### src/sv/ahc_pkg.sv
`default_nettype none
package ahc_pkg;

  typedef enum logic [2:0] {
    OP_TICK     = 3'd0,
    OP_TACK     = 3'd1,
    OP_ENGAGE   = 3'd2,
    OP_DISENG   = 3'd3,
    OP_SET_MODE = 3'd4,
    OP_WIND_TGT = 3'd5,
    OP_MANUAL   = 3'd6,
    OP_HDG_TGT  = 3'd7
  } op_e;

  typedef enum logic [2:0] {
    REG_KP   = 3'd0,
    REG_KI   = 3'd1,
    REG_KD   = 3'd2,
    REG_SLEW = 3'd3,
    REG_EN   = 3'd4
  } reg_e;

  localparam logic [1:0] MODE_HDG  = 2'd0;
  localparam logic [1:0] MODE_WIND = 2'd1;
  localparam logic [1:0] MODE_NAV  = 2'd2;

  localparam int unsigned FULL_CIRCLE = 46080;
  localparam int unsigned HALF_CIRCLE = 23040;
  localparam logic signed [13:0] RUDDER_LIMIT = 14'sd4480;
  localparam logic signed [15:0] TACK_WINDOW = 16'sd1024;
  localparam logic signed [15:0] DEADBAND = 16'sd256;
  localparam logic signed [21:0] INTEG_LIMIT = 22'sd393216;
  localparam logic signed [16:0] WIND_LIMIT = 17'sd21760;
  localparam logic signed [16:0] MANUAL_THRESHOLD = 17'sd64;
  localparam logic [11:0] DT_DEFAULT = 12'd1092;
  localparam logic [11:0] DT_MAX = 12'd3277;
  localparam logic signed [17:0] DECAY_MUL = 18'sd58982;

  // Reduces x (at least -92160) to the range of a full circle.
  function automatic logic [15:0] mod_circle(input logic signed [20:0] x);
    logic signed [21:0] s;
    logic [21:0] y;
    s = {x[20], x} + 22'sd92160;
    y = unsigned'(s);
    for (int k = 0; k < 4; k++) begin
      if (y >= 22'(FULL_CIRCLE)) begin
        y = y - 22'(FULL_CIRCLE);
      end
    end
    return y[15:0];
  endfunction

  // Wraps an angle difference to -180 .. just under +180 degrees.
  function automatic logic signed [15:0] wrap_half(input logic signed [20:0] x);
    logic signed [16:0] m;
    logic signed [16:0] r;
    m = signed'({1'b0, mod_circle(x + 21'sd23040)});
    r = m - 17'sd23040;
    return r[15:0];
  endfunction

endpackage
`default_nettype wire

### src/sv/autopilot_helm_controller_core.sv
// Channel   Direction  Contents
// s_axis    in         tuser: operation[2:0]; tdata: heading, apparent_wind, yaw_rate,
//                      true_wind_dir, dt, argument
// m_axis    out        tdata: rudder, autopilot_on, tacking, manual_helm, pilot_mode
// cfg       in         cfg_we_i, cfg_idx_i, cfg_data_i
//
// A tick with the autopilot steering runs S_PREP, S_INT, S_KP, S_KI, S_KD, S_WANT, S_LIM,
// S_SLEW, S_DONE; a tick under tack or manual helm runs S_PREP, S_LIM, S_SLEW, S_DONE, a
// tack that starts S_PREP, S_TDIR, S_DONE, and anything else S_DONE alone.
// The sequence is set by the single multiplier, used once per product under a sequencer.
// The block takes one item at a time and accepts the next one once the result is
// registered, even while that result still waits on the output.
// Reset is asynchronous and active low and restores every register at once.
`default_nettype none
module autopilot_helm_controller_core
  import ahc_pkg::*;
(
  input  wire logic         clk_i,
  input  wire logic         rst_ni,
  input  wire logic         s_axis_tvalid,
  output logic              s_axis_tready,
  // heading[15:0], apparent_wind[31:16], yaw_rate[47:32], true_wind_dir[63:48],
  // dt[79:64], argument[96:80], zero pad[103:97]
  input  wire logic [103:0] s_axis_tdata,
  // operation[2:0]
  input  wire logic [2:0]   s_axis_tuser,
  output logic              m_axis_tvalid,
  input  wire logic         m_axis_tready,
  // rudder[13:0], autopilot_on[14], tacking[15], manual_helm[16], pilot_mode[18:17],
  // zero pad[23:19]
  output logic [23:0]       m_axis_tdata,
  input  wire logic         cfg_we_i,
  input  wire logic [2:0]   cfg_idx_i,
  input  wire logic [15:0]  cfg_data_i
);

  typedef enum logic [3:0] {
    S_IDLE, S_PREP, S_TDIR, S_INT, S_KP, S_KI, S_KD, S_WANT, S_LIM, S_SLEW, S_DONE
  } state_e;

  state_e state_q;
  logic [15:0] kp_q, ki_q, kd_q, slew_q;
  logic        en_q;
  logic signed [13:0] rudder_q, manual_q, want_q;
  logic signed [19:0] integ_q;
  logic        engaged_q, held_q, tack_q, tdir_q;
  logic [1:0]  mode_q;
  logic signed [15:0] wind_q;
  logic [15:0] hdg_tgt_q, tack_tgt_q;
  logic [15:0] hd_q, tw_q;
  logic signed [15:0] awa_q, yaw_q, err_q;
  logic [11:0] dtc_q;
  logic        is_tack_q, db_q;
  logic signed [38:0] p_q;
  logic signed [43:0] acc_q;
  logic        out_v_q;
  logic [23:0] out_q;

  logic [2:0]  in_op;
  logic [15:0] in_hd, in_tw, in_dt;
  logic signed [15:0] in_awa, in_yaw;
  logic signed [16:0] in_arg;
  assign in_op  = s_axis_tuser;
  assign in_hd  = s_axis_tdata[15:0];
  assign in_awa = signed'(s_axis_tdata[31:16]);
  assign in_yaw = signed'(s_axis_tdata[47:32]);
  assign in_tw  = s_axis_tdata[63:48];
  assign in_dt  = s_axis_tdata[79:64];
  assign in_arg = signed'(s_axis_tdata[96:80]);

  assign s_axis_tready = (state_q == S_IDLE);
  assign m_axis_tvalid = out_v_q;
  assign m_axis_tdata  = out_q;

  logic signed [20:0] mul_a;
  logic signed [17:0] mul_b;
  logic [19:0] integ_abs;
  assign integ_abs = integ_q[19] ? 20'(-integ_q) : 20'(integ_q);

  always_comb begin
    mul_a = 21'(err_q);
    mul_b = signed'({6'd0, dtc_q});
    case (state_q)
      S_INT: begin
        if (db_q) begin
          mul_a = signed'({1'b0, integ_abs});
          mul_b = DECAY_MUL;
        end
      end
      S_KP: begin
        mul_a = db_q ? 21'sd0 : 21'(err_q);
        mul_b = signed'({2'b0, kp_q});
      end
      S_KI: begin
        mul_a = 21'(integ_q);
        mul_b = signed'({2'b0, ki_q});
      end
      S_KD: begin
        mul_a = 21'(yaw_q);
        mul_b = signed'({2'b0, kd_q});
      end
      S_LIM: begin
        mul_a = signed'({5'd0, slew_q});
      end
      default: ;
    endcase
  end

  logic signed [43:0] p_ext;
  assign p_ext = {{5{p_q[38]}}, p_q};

  // Integrator update from the step or decay product.
  logic signed [22:0] decay_mag;
  logic signed [38:0] step_r;
  logic signed [21:0] integ_n, integ_c;
  always_comb begin
    decay_mag = p_q[38:16];
    step_r    = (p_q + 39'sd64) >>> 7;
    if (db_q) begin
      integ_n = integ_q[19] ? -22'(decay_mag) : 22'(decay_mag);
    end else begin
      integ_n = 22'(integ_q) + step_r[21:0];
    end
    if (integ_n > INTEG_LIMIT) integ_c = INTEG_LIMIT;
    else if (integ_n < -INTEG_LIMIT) integ_c = -INTEG_LIMIT;
    else integ_c = integ_n;
  end

  // Wanted rudder from the accumulated PID sum.
  logic signed [43:0] sum_w;
  logic signed [22:0] sh_w;
  logic signed [13:0] want_w;
  always_comb begin
    sum_w = acc_q + (p_ext <<< 9) + 44'sd1048576;
    sh_w  = sum_w[43:21];
    if (sh_w > 23'(RUDDER_LIMIT)) want_w = RUDDER_LIMIT;
    else if (sh_w < -23'(RUDDER_LIMIT)) want_w = -RUDDER_LIMIT;
    else want_w = sh_w[13:0];
  end

  // Slew limit.
  logic [27:0] lim;
  logic [28:0] lim_r;
  logic signed [14:0] rerr, rud_n;
  logic [13:0] rmag;
  always_comb begin
    lim   = p_q[27:0];
    lim_r = {1'b0, lim} + 29'd32768;
    rerr  = 15'(want_q) - 15'(rudder_q);
    rmag  = rerr[14] ? 14'(-rerr) : 14'(rerr);
    if ({rmag, 16'd0} <= {2'b0, lim}) rud_n = 15'(want_q);
    else if (rerr > 15'sd0) rud_n = 15'(rudder_q) + signed'({2'b0, lim_r[28:16]});
    else rud_n = 15'(rudder_q) - signed'({2'b0, lim_r[28:16]});
  end

  // Tick preparation: tack progress and control error.
  logic signed [15:0] terr, perr, tdir_err;
  logic [15:0] tgt_new;
  always_comb begin
    terr = wrap_half(21'(signed'({1'b0, tack_tgt_q})) - 21'(signed'({1'b0, hd_q})));
    if (mode_q == MODE_WIND) perr = wrap_half(21'(wind_q) - 21'(awa_q));
    else perr = wrap_half(21'(signed'({1'b0, hdg_tgt_q})) - 21'(signed'({1'b0, hd_q})));
    tgt_new = mod_circle(21'(signed'({1'b0, tw_q, 1'b0})) - 21'(signed'({1'b0, hd_q})));
    tdir_err = wrap_half(21'(signed'({1'b0, tack_tgt_q})) - 21'(signed'({1'b0, hd_q})));
  end

  logic signed [16:0] arg_wind;
  logic signed [16:0] arg_man;
  always_comb begin
    if (in_arg > WIND_LIMIT) arg_wind = WIND_LIMIT;
    else if (in_arg < -WIND_LIMIT) arg_wind = -WIND_LIMIT;
    else arg_wind = in_arg;
    if (in_arg > 17'(RUDDER_LIMIT)) arg_man = -17'(RUDDER_LIMIT);
    else if (in_arg < -17'(RUDDER_LIMIT)) arg_man = 17'(RUDDER_LIMIT);
    else arg_man = -in_arg;
  end

  always_ff @(posedge clk_i or negedge rst_ni) begin
    if (!rst_ni) begin
      state_q <= S_IDLE;
      kp_q <= 16'd4096; ki_q <= 16'd1024; kd_q <= 16'd1024; slew_q <= 16'd7680;
      en_q <= 1'b0;
      rudder_q <= '0; manual_q <= '0; want_q <= '0; integ_q <= '0;
      engaged_q <= 1'b1; held_q <= 1'b0; tack_q <= 1'b0; tdir_q <= 1'b0;
      mode_q <= MODE_HDG; wind_q <= 16'sd5760; hdg_tgt_q <= 16'd11520;
      tack_tgt_q <= '0; hd_q <= '0; tw_q <= '0; awa_q <= '0; yaw_q <= '0;
      err_q <= '0; dtc_q <= '0; is_tack_q <= 1'b0; db_q <= 1'b0;
      p_q <= '0; acc_q <= '0; out_v_q <= 1'b0; out_q <= '0;
    end else begin
      p_q <= 39'(mul_a * mul_b);
      if (out_v_q && m_axis_tready && state_q != S_DONE) out_v_q <= 1'b0;
      if (cfg_we_i) begin
        case (cfg_idx_i)
          REG_KP:   kp_q <= cfg_data_i;
          REG_KI:   ki_q <= cfg_data_i;
          REG_KD:   kd_q <= cfg_data_i;
          REG_SLEW: slew_q <= cfg_data_i;
          REG_EN:   en_q <= cfg_data_i[0];
          default: ;
        endcase
      end
      case (state_q)
        S_IDLE: begin
          if (s_axis_tvalid) begin
            hd_q <= in_hd; tw_q <= in_tw; awa_q <= in_awa; yaw_q <= in_yaw;
            if (in_dt == 16'd0) dtc_q <= DT_DEFAULT;
            else if (in_dt > 16'(DT_MAX)) dtc_q <= DT_MAX;
            else dtc_q <= in_dt[11:0];
            is_tack_q <= (in_op == OP_TACK);
            if ((in_op == OP_TICK && en_q) || (in_op == OP_TACK && en_q && !tack_q)) begin
              state_q <= S_PREP;
            end else begin
              state_q <= S_DONE;
            end
            case (op_e'(in_op))
              OP_TICK, OP_TACK: ;
              OP_ENGAGE: begin
                engaged_q <= 1'b1; held_q <= 1'b0;
                rudder_q <= '0; manual_q <= '0; integ_q <= '0;
                if (in_arg != 17'sd0) begin
                  if (mode_q == MODE_WIND) wind_q <= in_awa;
                  else if (mode_q == MODE_HDG) hdg_tgt_q <= mod_circle(21'(signed'({1'b0, in_hd})));
                end
              end
              OP_DISENG: begin
                engaged_q <= 1'b0; held_q <= 1'b0; manual_q <= rudder_q;
              end
              OP_SET_MODE: begin
                if (in_arg >= 17'sd0 && in_arg <= 17'sd2 && in_arg[1:0] != mode_q) begin
                  mode_q <= in_arg[1:0];
                  integ_q <= '0;
                  if (engaged_q) begin
                    if (in_arg[1:0] == MODE_WIND) wind_q <= in_awa;
                    else if (in_arg[1:0] == MODE_HDG) hdg_tgt_q <= mod_circle(21'(signed'({1'b0, in_hd})));
                  end
                end
              end
              OP_WIND_TGT: begin
                mode_q <= MODE_WIND; wind_q <= arg_wind[15:0]; integ_q <= '0;
                if (!engaged_q) begin
                  engaged_q <= 1'b1; held_q <= 1'b0; rudder_q <= '0; manual_q <= '0;
                end
              end
              OP_MANUAL: begin
                manual_q <= arg_man[13:0];
                if ((in_arg > MANUAL_THRESHOLD || in_arg < -MANUAL_THRESHOLD) && engaged_q) begin
                  engaged_q <= 1'b0; held_q <= 1'b1;
                end
              end
              default: hdg_tgt_q <= mod_circle(21'(in_arg));
            endcase
          end
        end
        S_PREP: begin
          if (is_tack_q) begin
            tack_tgt_q <= tgt_new;
            tack_q <= 1'b1; engaged_q <= 1'b0; held_q <= 1'b0;
            state_q <= S_TDIR;
          end else if (tack_q) begin
            want_q <= tdir_q ? RUDDER_LIMIT : -RUDDER_LIMIT;
            if ((terr > -TACK_WINDOW && terr < TACK_WINDOW) ||
                (tdir_q ? (terr > 16'sd0) : (terr < 16'sd0))) begin
              tack_q <= 1'b0; engaged_q <= 1'b1; held_q <= 1'b0; integ_q <= '0;
              if (mode_q == MODE_WIND) wind_q <= -wind_q;
              else if (mode_q == MODE_HDG) hdg_tgt_q <= tack_tgt_q;
            end
            state_q <= S_LIM;
          end else if (engaged_q) begin
            err_q <= perr;
            db_q <= (perr > -DEADBAND && perr < DEADBAND);
            state_q <= S_INT;
          end else begin
            want_q <= manual_q;
            held_q <= (manual_q > 14'(MANUAL_THRESHOLD) || manual_q < -14'(MANUAL_THRESHOLD));
            state_q <= S_LIM;
          end
        end
        S_TDIR: begin
          tdir_q <= tdir_err[15];
          state_q <= S_DONE;
        end
        S_INT: state_q <= S_KP;
        S_KP: begin
          integ_q <= integ_c[19:0];
          state_q <= S_KI;
        end
        S_KI: begin
          acc_q <= -(p_ext <<< 9);
          state_q <= S_KD;
        end
        S_KD: begin
          acc_q <= acc_q - p_ext;
          state_q <= S_WANT;
        end
        S_WANT: begin
          want_q <= want_w;
          state_q <= S_LIM;
        end
        S_LIM: state_q <= S_SLEW;
        S_SLEW: begin
          rudder_q <= rud_n[13:0];
          state_q <= S_DONE;
        end
        S_DONE: begin
          if (!out_v_q || m_axis_tready) begin
            out_v_q <= 1'b1;
            out_q <= {5'd0, mode_q, held_q, tack_q, engaged_q, rudder_q};
            state_q <= S_IDLE;
          end
        end
        default: state_q <= S_IDLE;
      endcase
    end
  end

  a_rudder_range: assert property (@(posedge clk_i) disable iff (!rst_ni)
    rudder_q <= RUDDER_LIMIT && rudder_q >= -RUDDER_LIMIT)
    else $error("rudder out of range");
  a_integ_range: assert property (@(posedge clk_i) disable iff (!rst_ni)
    22'(integ_q) <= INTEG_LIMIT && 22'(integ_q) >= -INTEG_LIMIT)
    else $error("integrator out of range");
  a_one_at_a_time: assert property (@(posedge clk_i) disable iff (!rst_ni)
    s_axis_tvalid && s_axis_tready |=> !s_axis_tready)
    else $error("second item taken while busy");
  a_held_not_engaged: assert property (@(posedge clk_i) disable iff (!rst_ni)
    held_q |-> !engaged_q)
    else $error("manual helm held while engaged");

endmodule
`default_nettype wire
### config.mk
export PLATFORM = sky130hd
export DESIGN_NAME = autopilot_helm_controller_core
export DESIGN_NICKNAME = d
export VERILOG_FILES = /design/src/sv/ahc_pkg.sv /design/src/sv/autopilot_helm_controller_core.sv
export SDC_FILE = /design/constraint.sdc
export NUM_CORES = 2
export LEC_CHECK = 0
export ABC_AREA = 1
export BUFFER_PORTS_ARGS = -buffer_cell sky130_fd_sc_hd__buf_2
export CAP_MARGIN = 20
export CELL_PAD_IN_SITES_DETAIL_PLACEMENT = 1
export CELL_PAD_IN_SITES_GLOBAL_PLACEMENT = 2
export CORE_ASPECT_RATIO = 1.75
export CORE_MARGIN = 5
export CORE_UTILIZATION = 38
export DETAILED_ROUTE_END_ITERATION = 10
export GPL_TIMING_DRIVEN = 0
export PLACE_DENSITY = 0.8
export SYNTH_ARGS = -nofsm -noshare
export SYNTH_HDL_FRONTEND = slang
export SYNTH_SLANG_ARGS = --single-unit
### constraint.sdc
create_clock -name clk_i -period 11 [get_ports clk_i]
set_input_delay 2.75 -clock clk_i [delete_from_list [all_inputs] [get_ports clk_i]]
set_output_delay 2.75 -clock clk_i [all_outputs]
set_load 0.03 [all_outputs]
==> metrics.md <==
| Metric | Value |
|---|---|
| Instance count along the most critical hold path | `2` |
| Most used standard cell by instance count after synthesis | `nand2_1` |
| Area leader, netlist | `dfrtp_1` |
| Sequential cell area fraction in the yosys report | `0.190` |
| CP Capture Type | `flip-flop` |
| Post-synthesis instance total | `7221` |
| Avg Vias per Cell | `~5.3` |
| Max Fclk | `97.2 MHz` |
| ANT nets after route | `0` |
| Hold buffer count at CTS | `0` |
| Clock slew at reported path FFs | `0.07 ns` |
| Clock root buffer master | `clkbuf_16` |
| Number of buffer cells added on primary ports | `roughly 140` |
| Leading cell types by count after synthesis | `nand2_1, inv_1, nor2_1` |
| Uppermost routed layer | `met5` |
| Delay contributed by the slowest stage of the critical path | `about 0.56 ns` |
| Layout overhead on the synthesized area | `9.63%` |
| Wire length of the first global-routing pass | `slightly above 300000 um` |
| # DRC | `0` |
| Final Non-Filler Cells | `9160` |
| R2R depth | `between 40 and 50` |
| Half-perimeter wire length after detailed placement | `around 170000 um` |
| Share of Yosys cell area claimed by the top area cell type | `0.182` |
| Vias in the first global route | `roughly 54000` |
| Count of flip-flops with a built-in enable after synthesis | `0` |
| Count of TritonRoute iterations in the first routing pass | `5` |
| Overall die height | `approximately 490 um` |
| Initial antenna violation count | `5` |
| Total routing usage reported by global routing | `0.285` |
| Slowest-stage cell, CP | `fa_1` |
| 1st-iter DRT viols | `2022` |
| Clock tree sinks | `382` |
| Number of synthesized register bits | `382` |
| Net count reported at finish | `~8300` |
| Total of fill cells in the finished design | `~17000` |
| Final hold viol count | `0` |
| Share of flip-flops with an asynchronous set or reset after synthesis | `1.00` |
| Primary FF master, synth | `dfrtp_1` |
| Final clock skew | `0.0570 ns` |
| Core area | `131000 um^2` |
| Final-report max-slew violation count | `0` |
| Synthesized-area fraction occupied by and/or/nand/nor cells | `0.279` |
| Critical path required time | `between 10 and 15 ns` |
| Number of H-tree branching levels | `2` |
| Residual overflow from global routing | `0` |
| Fraction of layout instances using a drive strength above 1 | `0.0752` |
| Die outline area | `around 140000 um^2` |
| Num CTS Buffers | `45` |
| Startpoint type of the worst setup path | `flip-flop` |
| Mean instance size in the synthesized netlist | `approximately 7 um^2` |
| Compound-Gate Fraction of Synth Area | `0.123` |
| Die width | `about 290 um` |
| Starting density of the core | `0.383` |
| Routed length on met1 | `around 74000 um` |
| DR WL met3 | `between 5000 and 6000 um` |
| Transition time of the tightest slew-check pin | `1.16 ns` |
| Count of max-cap constraint violations | `0` |
| Count of synthesis-stage warnings from yosys | `0` |
| Maximum number of pins on one net before global-route repair | `109` |
| Post-synthesis xor/xnor area fraction | `0.0566` |
| Global placement routability congestion | `~0.97` |
| Outcome | `complete, no violations` |
| Routed length per placed instance | `~22 um` |
| DP Worst Slack | `-1.31 ns` |
| Fin worst setup slack | `0.709 ns` |
| Worst slew margin | `0.224` |
| CTS tree | `done` |
| Summed instance area of the synthesized netlist | `slightly above 50000 um^2` |
| Post-synth cell types | `82` |
| Multiplexer fraction of the synthesized cell area | `0.000224` |
| Path category of the worst min-delay check | `flip-flop to flip-flop` |
| Clock latency reported for the late side of the worst-skew pair | `around 0.65 ns` |
| Routed wl met2 | `112000 um` |
| Number of vias after detailed routing | `between 40000 and 50000` |
| Final WL | `between 200000 and 250000 um` |
| Final worst path period need | `just over 10 ns` |
| Maximum fanout encountered on the critical timing path | `11` |
| Number of placed I/O pins | `roughly 160` |
| Arithmetic-cell share of the synthesized area counting full adders, half adders and majority gates | `0.243` |
| Number of rows created at floorplan | `approximately 180` |
| Largest family of logic cells by synthesized area | `simple AND/OR/NAND/NOR gates` |
| Worst-case clock buffer depth | `3` |
| Synth top area cells | `dfrtp_1, nand2_1, fa_1` |
| Share of the clock period used by the worst path | `0.936` |
| CP Data Arrival Time | `between 10 and 15 ns` |
| Final setup violating endpoints | `0` |
| Kind of critical path | `flip-flop to flip-flop` |
| Placed Cells incl. Taps | `~9100` |
-- layout make-up --
cell class | instances | area (um^2) | share of cell area
repair buffers | 160 | 915 | 0.0166
multi-input cells | 5429 | 35500 | 0.644
inverters | 1241 | 4680 | 0.0848
diodes | 5 | 12.5 | 0.000227
clock inverters | 28 | 402 | 0.00728
well taps | 1691 | 2120 | 0.0384
flip-flops and latches | 382 | 9580 | 0.174
plain buffers | 168 | 753 | 0.0137
clock buffers | 56 | 1190 | 0.0215
-- cell families (layout without fill, tap and decap cells) --
group / count (synthesis) / after routing
AO/OA/AOI/OAI: 1076 / 1076
other: 1 / 10
adder cells (fa/ha/maj): 771 / 771
multiplexers: 1 / 1
XOR/XNOR: 318 / 318
flip-flops: 382 / 382
AND/OR/NAND/NOR: 3258 / 3258
buffers and inverters: 1414 / 1653
-- critical path, delay by kind of cell (launching register included) --
family          cells  cell delay (ns)
xor+xnor            1             0.37
flops               1             0.52
simple gates       18             2.26
fa+ha+maj           7             3.43
compound gates      6             1.18
buf+inv            11             2.42
-- layout by cell type (no fill, tap or decap), types with 30 or more instances in the layout --
cell and instances:
xnor2_1 70, nand3_1 374, buf_2 148, nand4_1 96, clkbuf_16 45, fa_1 347
dfrtp_1 366, nor2_1 597, nand2_1 1852, clkbuf_1 129, o21ai_0 412, nor3_1 83
ha_1 424, inv_1 1188, a31oi_1 30, nand2_2 66, xor2_1 240, a21oi_1 363
-- metal layers --
layer / track usage / up-vias
met5: 0 / -
met4: 0.148 / 4
met3: 0.0250 / 440
met2: 0.564 / 842
met1: 0.293 / 24200
li1: - / 23400
-- path summary, 6_finish.rpt --
path | startpoint | endpoint | slack, ns
max | db_q | p_q[38] | 0.71
max in group asynchronous | rst_ni | p_q[13] | 7.35
min reg2reg | hdg_tgt_q[0] | hdg_tgt_q[0] | 0.48
min in group asynchronous | rst_ni | awa_q[14] | 2.09
max reg2reg | db_q | p_q[38] | 0.71
min | hdg_tgt_q[0] | hdg_tgt_q[0] | 0.48
-- flip-flops by register name, summed over array words and instances, names as in the netlist, 19 cells and up --
signal        cells
acc_q            44
p_q              39
integ_q          20
m_axis_tdata     19
-- through the flow --
step	instance area, um^2	util	hold WS, ns	TNS [ns]
2_1_floorplan	50300	-	0.442	0
3_3_place_gp	53200	0.404	0.457	-367.28
3_5_place_dp	53300	0.406	0.464	-2.76
4_1_cts	55000	0.419	0.479	0
5_1_grt	55200	0.420	0.489	-0.00339
6_report	55200	0.420	0.476	0
-- what timing repair did --
item / CTS / global route
endpoints found under the hold margin: 0 / 0
resized for setup: 34 / 51
endpoints found under the setup margin: 5 / 4
setup buffers: 5 / 2
pin swaps: 1 / 0
Power is not shown: default switching activity piles up to over one toggle a cycle in this logic, so the estimate is an artifact.
